===== config.mk =====
export PLATFORM = sky130hd
export DESIGN_NAME = snos_sq_unit
export DESIGN_NICKNAME = d
export VERILOG_FILES = /design/src/hdl/snos_pkg.sv /design/src/hdl/snos_sq_unit.sv
export SDC_FILE = /design/constraint.sdc
export NUM_CORES = 2
export LEC_CHECK = 0
export BUFFER_PORTS_ARGS = -buffer_cell sky130_fd_sc_hd__clkbuf_2
export CAP_MARGIN = 20
export CORE_MARGIN = 1.5
export CORE_UTILIZATION = 25
export CTS_BUF_LIST = sky130_fd_sc_hd__clkbuf_8
export DETAILED_ROUTE_END_ITERATION = 12
export PLACE_DENSITY = 0.41
export SYNTH_ARGS = -nofsm -noshare
export SYNTH_HDL_FRONTEND = slang
export SYNTH_SLANG_ARGS = --single-unit

===== constraint.sdc =====
create_clock -name clk -period 17.2 [get_ports clk]
set_input_delay 2.58 -clock clk [delete_from_list [all_inputs] [get_ports clk]]
set_output_delay 2.58 -clock clk [all_outputs]
set_load 0.05 [all_outputs]

===== src/hdl/snos_pkg.sv =====
// shared types and constants for the sphere node overlap search unit
// no dependencies; imported by every module of the block
`default_nettype none

package snos_pkg;

    localparam int COORD_W  = 24;
    localparam int RADIUS_W = 23;
    localparam int RSUM_W   = RADIUS_W + 1;
    localparam int COUNT_W  = 9;
    localparam int INDEX_W  = 8;
    localparam int POS_W    = 3 * COORD_W;
    localparam int DIFF_W   = COORD_W + 2;
    localparam int MAG_W    = COORD_W + 1;
    localparam int SQ_W     = 2 * MAG_W;
    localparam int CFG_W    = RADIUS_W;
    localparam int NODES_DEF = 256;

    // item op codes
    localparam logic OP_WRITE = 1'b0;
    localparam logic OP_QUERY = 1'b1;

    // configuration register indexes
    localparam logic REG_NODE_RADIUS = 1'b0;
    localparam logic REG_NODE_COUNT  = 1'b1;

    // control word for the shared square and accumulate unit
    typedef struct packed {
        logic mul_en;
        logic acc_load;
        logic acc_add;
        logic limit_load;
    } sq_ctrl_t;

endpackage

`default_nettype wire


===== src/hdl/snos_sq_unit.sv =====
// shared square and accumulate unit: |a - b| squared, running sum, limit compare
// uses snos_pkg for widths and the control struct
`default_nettype none

module snos_sq_unit
    import snos_pkg::*;
(
    input  wire logic                     clk,
    input  wire sq_ctrl_t                 ctrl,
    input  wire logic signed [MAG_W-1:0]  opa,
    input  wire logic signed [MAG_W-1:0]  opb,
    output logic                          in_reach
);

    logic signed [DIFF_W-1:0] diff;
    logic        [DIFF_W-1:0] diff_neg;
    logic        [MAG_W-1:0]  mag;
    logic        [SQ_W-1:0]   sq;
    logic        [SQ_W-1:0]   sum;
    logic        [SQ_W-1:0]   prod_reg;
    logic        [SQ_W-1:0]   acc_reg;
    logic        [SQ_W-1:0]   limit_reg;

    assign diff     = DIFF_W'(opa) - DIFF_W'(opb);
    assign diff_neg = -diff;
    assign mag      = diff[DIFF_W-1] ? diff_neg[MAG_W-1:0] : diff[MAG_W-1:0];
    assign sq       = mag * mag;

    // three squares stay below 2^50, so the sum cannot wrap
    assign sum      = acc_reg + prod_reg;
    assign in_reach = (sum <= limit_reg);

    always_ff @(posedge clk)
    begin
        if (ctrl.mul_en)
        begin
            prod_reg <= sq;
        end
        if (ctrl.acc_load)
        begin
            acc_reg <= prod_reg;
        end
        else if (ctrl.acc_add)
        begin
            acc_reg <= sum;
        end
        if (ctrl.limit_load)
        begin
            limit_reg <= prod_reg;
        end
    end

endmodule

`default_nettype wire


# Yosys cells after proc, flatten, opt, wreduce, memory -nomap -nowiden
# Cells that the tools add are included.
[totals]
output_inout_bits = 1
reg_bits = 150
input_bits = 55
word_cells = 12
[classes]
multipliers = 1
order_cmp = 1
n_mux = 3
reduce_logical = 1
add_sub_neg = 3
[ops]
columns = ["op", "count"]
rows = [
  ["50-bit 2-to-1 mux", 2],
  ["50-bit adder", 1],
  ["50-bit less-or-equal comparator", 1],
  ["25-bit by 25-bit multiplier with 50-bit output", 1],
  ["25-bit by 25-bit subtractor with 26-bit output", 1],
  ["25-bit 2-to-1 mux", 1],
  ["25-bit negator", 1],
  ["2-bit nonzero test", 1],
]

# Depth between registers and ports, before layout
[logic_depth]
ltp_word = 4
depth_mapped = 44
mapped_depth_nobuf = 42

# Least setup slack after synthesis
# No wires, ideal clock.
[synth_path]
path_kind = "input to register"
from = "input port opa[0]"
to = "register prod_reg[47], data pin"
setup_time_ns = 0.259
path_slack_ns = 5.181
required_time_ns = 16.941
path_buffers = 1
arrival_ns = 11.760
stages = 39
path_cell_list = "inv_1 -> ha_1 -> fa_1 -> and2b_1 -> o21ba_2 -> o221ai_2 -> a31oi_2 -> xor2_1 -> or2_2 -> or3_1 -> nor3_1 -> nor2_1 -> xor2_1 -> buf_2 -> nand2_1 -> fa_1 -> inv_1 -> fa_1 -> [... 3 more ...] -> inv_1 -> fa_1 -> fa_1 -> inv_1 -> fa_1 -> inv_1 -> ha_1 -> nand2_1 -> nand3_1 -> or4_1 -> a211o_1 -> a31oi_1 -> o21ai_0 -> and2_1 -> a211oi_1 -> o21bai_1 -> a21oi_1 -> xnor2_1"
[synth_between]
elab_chain_len = 4
[synth_lines]
columns = ["item", "line_no", "rtl"]
rows = [
  ["from (decl)", "snos_sq_unit.sv:10", "input wire logic signed [MAG_W-1:0] opa,"],
  ["25-bit by 25-bit subtractor with 26-bit output (*)", "snos_sq_unit.sv:24", "assign diff = DIFF_W'(opa) - DIFF_W'(opb);"],
  ["25-bit negator", "snos_sq_unit.sv:25", "assign diff_neg = -diff;"],
  ["25-bit 2-to-1 mux (*)", "snos_sq_unit.sv:26", "assign mag = diff[DIFF_W-1] ? diff_neg[MAG_W-1:0] : diff[MAG_W-1:0];"],
  ["25-bit by 25-bit multiplier with 50-bit output (*)", "snos_sq_unit.sv:27", "assign sq = mag * mag;"],
  ["named net sq[47]", "snos_sq_unit.sv:18", "logic [SQ_W-1:0] sq;"],
  ["to (signal assigned)", "snos_sq_unit.sv:37", "prod_reg <= sq;"],
  ["to (decl)", "snos_sq_unit.sv:20", "logic [SQ_W-1:0] prod_reg;"],
]
# Mark *: on every way through the listed nets, which the timed path passes. The rest lies on a longest branch.
# A chain may end at the register's enable or synchronous reset.

# Worst setup path after layout
# Same ends and word-level chain as after synthesis.

==> out/summary.txt <==
cell type with the largest total area after synthesis: fa_1
ANT nets after route: 0
Final Hold Fails: 0
R2R setup slack: 12.71 ns
register area share after synthesis: 15.9%
FF+latch count, synth: 148
router iterations before antenna repair: 5
vias in the first global route: 21400
largest net degree at the start of global routing: 51
num ports: 56
Hold Path Class: reg2reg
family with the most delay on the worst path: adder cells
hold_sp: prod_reg[7]
slew margin rel.: 17.7%
initial antenna violation count: 1
crit path max fanout: 18
cell mode on critical path: fa_1
post-CTS setup buffers: 0
area grow syn2layout: 8.94%
layout cells sized above 1: 6.32%
Min-Delay Path Depth: 0
# DRC: 0
Routed wire per std cell: 17.2 um
post-CTS sizing: 0
Avg Cell Area, Syn: 9.39 um^2
cell with the most instances after synthesis: inv_1
Die W: 337 um
Tot GR Track Use: 14.1%
number of max-slew violations in the final report: 0
# hold bufs at CTS: 0
global placer's final weighted congestion: 0.785
vias per cell: 4.28
Syn Inst Count: 2973
Core Footprint: 111000 um^2
design area: 30400 um^2
initial core utilization: 25.2%
Crit path required time: 17.45 ns
Post-synth top cells: 699 x inv_1, 469 x fa_1, 303 x ha_1, 298 x nand2_1, 237 x nor2_1
Reg-to-Reg Start: prod_reg[0]
Arr. time, crit path: 13.50 ns
top cell type's share of synthesized area: 33.6%
Worst-Margin Slew: 1.23 ns
skew final: 0.0209 ns
first-pass GRT wire length: 123 mm
Synth async-reset ratio: 0%
row count: 122
total gr overflow: 0
Setup CP Type: in2reg
Crit path largest cell delay: 0.74 ns
FF-to-FF path depth: 14
CTS sink cnt: 148
max FFs per register: 50
ys flop type: edfxtp_1
clock latency at the later pin of the worst-skew pair: 0.49 ns
final setup fails: 0
CTS max path bufs: 2
post-route minimum period: 13.26 ns
top cells by area in the synthesized netlist: fa_1 34%, edfxtp_1 16%, ha_1 14%, inv_1 9.4%, nand2_1 4.0%
Synth Cell Area: 27900 um^2
WHS: 0.499 ns
worst path bufs/invs: 4
Root Driver: clkbuf_8
Syn. warnings: 0
WHS Endpoint: limit_reg[7]
Net Count, Synth: 3800
number of synthesized flops with an enable pin: 148
Nets: 3838
drt total wl: 77.5 mm
via count: 19300
HPWL Detailed: 62.6 mm
clk slew on worst S/H paths: 0.10 ns
Critical Path End Type: flop
Tcrit/Tclk final: 77.1%
Setup TNS: 0 ns
RSZ-0062 raised after global routing: false
Yosys cell types: 79
H-tree depth: 4
status: finished clean
Area after DPL: 30000 um^2
CP max stage cell: xnor2_2
CP startpoint kind: primary input
die extent in y: 337 um
total CTS buffers: 17
Max-Cap Viols: 0
TritonCTS clock tree: built
worst r2r dst: acc_reg[44]
Die Area: 114000 um^2
IO Port Bufs: 55
initial drt markers: 864
Fmax: 75.4 MHz
-- cell usage in the layout (no fill, tap or decap), drive strengths merged, types with 6 or more instances in the layout --
master / Yosys / final
nor2: 237 / 237
and2: 7 / 7
buf: 30 / 34
edfxtp: 148 / 148
xnor2: 90 / 90
a21oi: 130 / 130
and3: 12 / 12
a21o: 78 / 78
o211ai: 7 / 7
ha: 303 / 303
a211oi: 14 / 14
nor3: 22 / 22
nand2: 298 / 298
fa: 469 / 469
a221oi: 7 / 7
mux2: 19 / 19
a31oi: 12 / 12
nand2b: 16 / 16
xor2: 54 / 54
o21bai: 15 / 15
nor2b: 17 / 17
o31ai: 10 / 10
nand3: 22 / 22
inv: 709 / 718
o21ai: 65 / 65
clkbuf: 40 / 72
or3: 6 / 6
nand4: 24 / 24
or2: 15 / 15
a31o: 6 / 6
o21a: 22 / 22
-- cell families after synthesis --
family                     share of synthesized area (%)
buffers and inverters                               10.6
adders and majority gates                           47.2
and+or+nand+nor                                     10.8
AOI/OAI and AO/OA                                   9.78
DFF                                                 15.9
xor gates and xnor gates                            4.69
muxes                                              0.910
-- stage by stage --
stage	cells	worst slack [ns]	utilization (%)
after floorplan	2973	5.18	-
after global placement	4479	2.94	27.1
after detailed placement	4480	3.47	27.1
after CTS	4512	4.00	27.5
after global routing	4513	3.35	27.5
final	4513	3.94	27.5
-- cell type report --
| type | instances | area (um^2) |
|---|---|---|
| diodes | 1 | 2.50 |
| multi-input cells | 2046 | 20500 |
| clock inverters | 15 | 144 |
| flip-flops and latches | 148 | 4440 |
| inverters | 709 | 2660 |
| clock buffers | 17 | 234 |
| repair buffers | 89 | 531 |
| well taps | 1488 | 1860 |
| fillers | 11900 | 80300 |
-- layer usage --
metal,track usage [%],share of wire (%),vias up
li1,-,-,9459
met1,19.9,50,9533
met2,23.3,46,274
met3,1.41,3.0,62
met4,3.08,1.8,0
met5,0,0,-
-- worst max-delay path by stage --
stage / depth (start not counted) / endpoint / start / slack, ns
2_1_floorplan: 39 / prod_reg[47] / opa[0] / 5.18
5_1_grt: 41 / prod_reg[47] / opb[18] / 3.35
6_report: 36 / prod_reg[47] / opa[0] / 3.94
3_3_place_gp: 39 / prod_reg[47] / opb[18] / 2.94
4_1_cts: 40 / prod_reg[49] / opa[0] / 4.00
3_5_place_dp: 40 / prod_reg[49] / opa[0] / 3.47
Power is left out: the tool's default activity adds up to more than one toggle a clock period on the data nets, which glitch-free logic cannot reach.
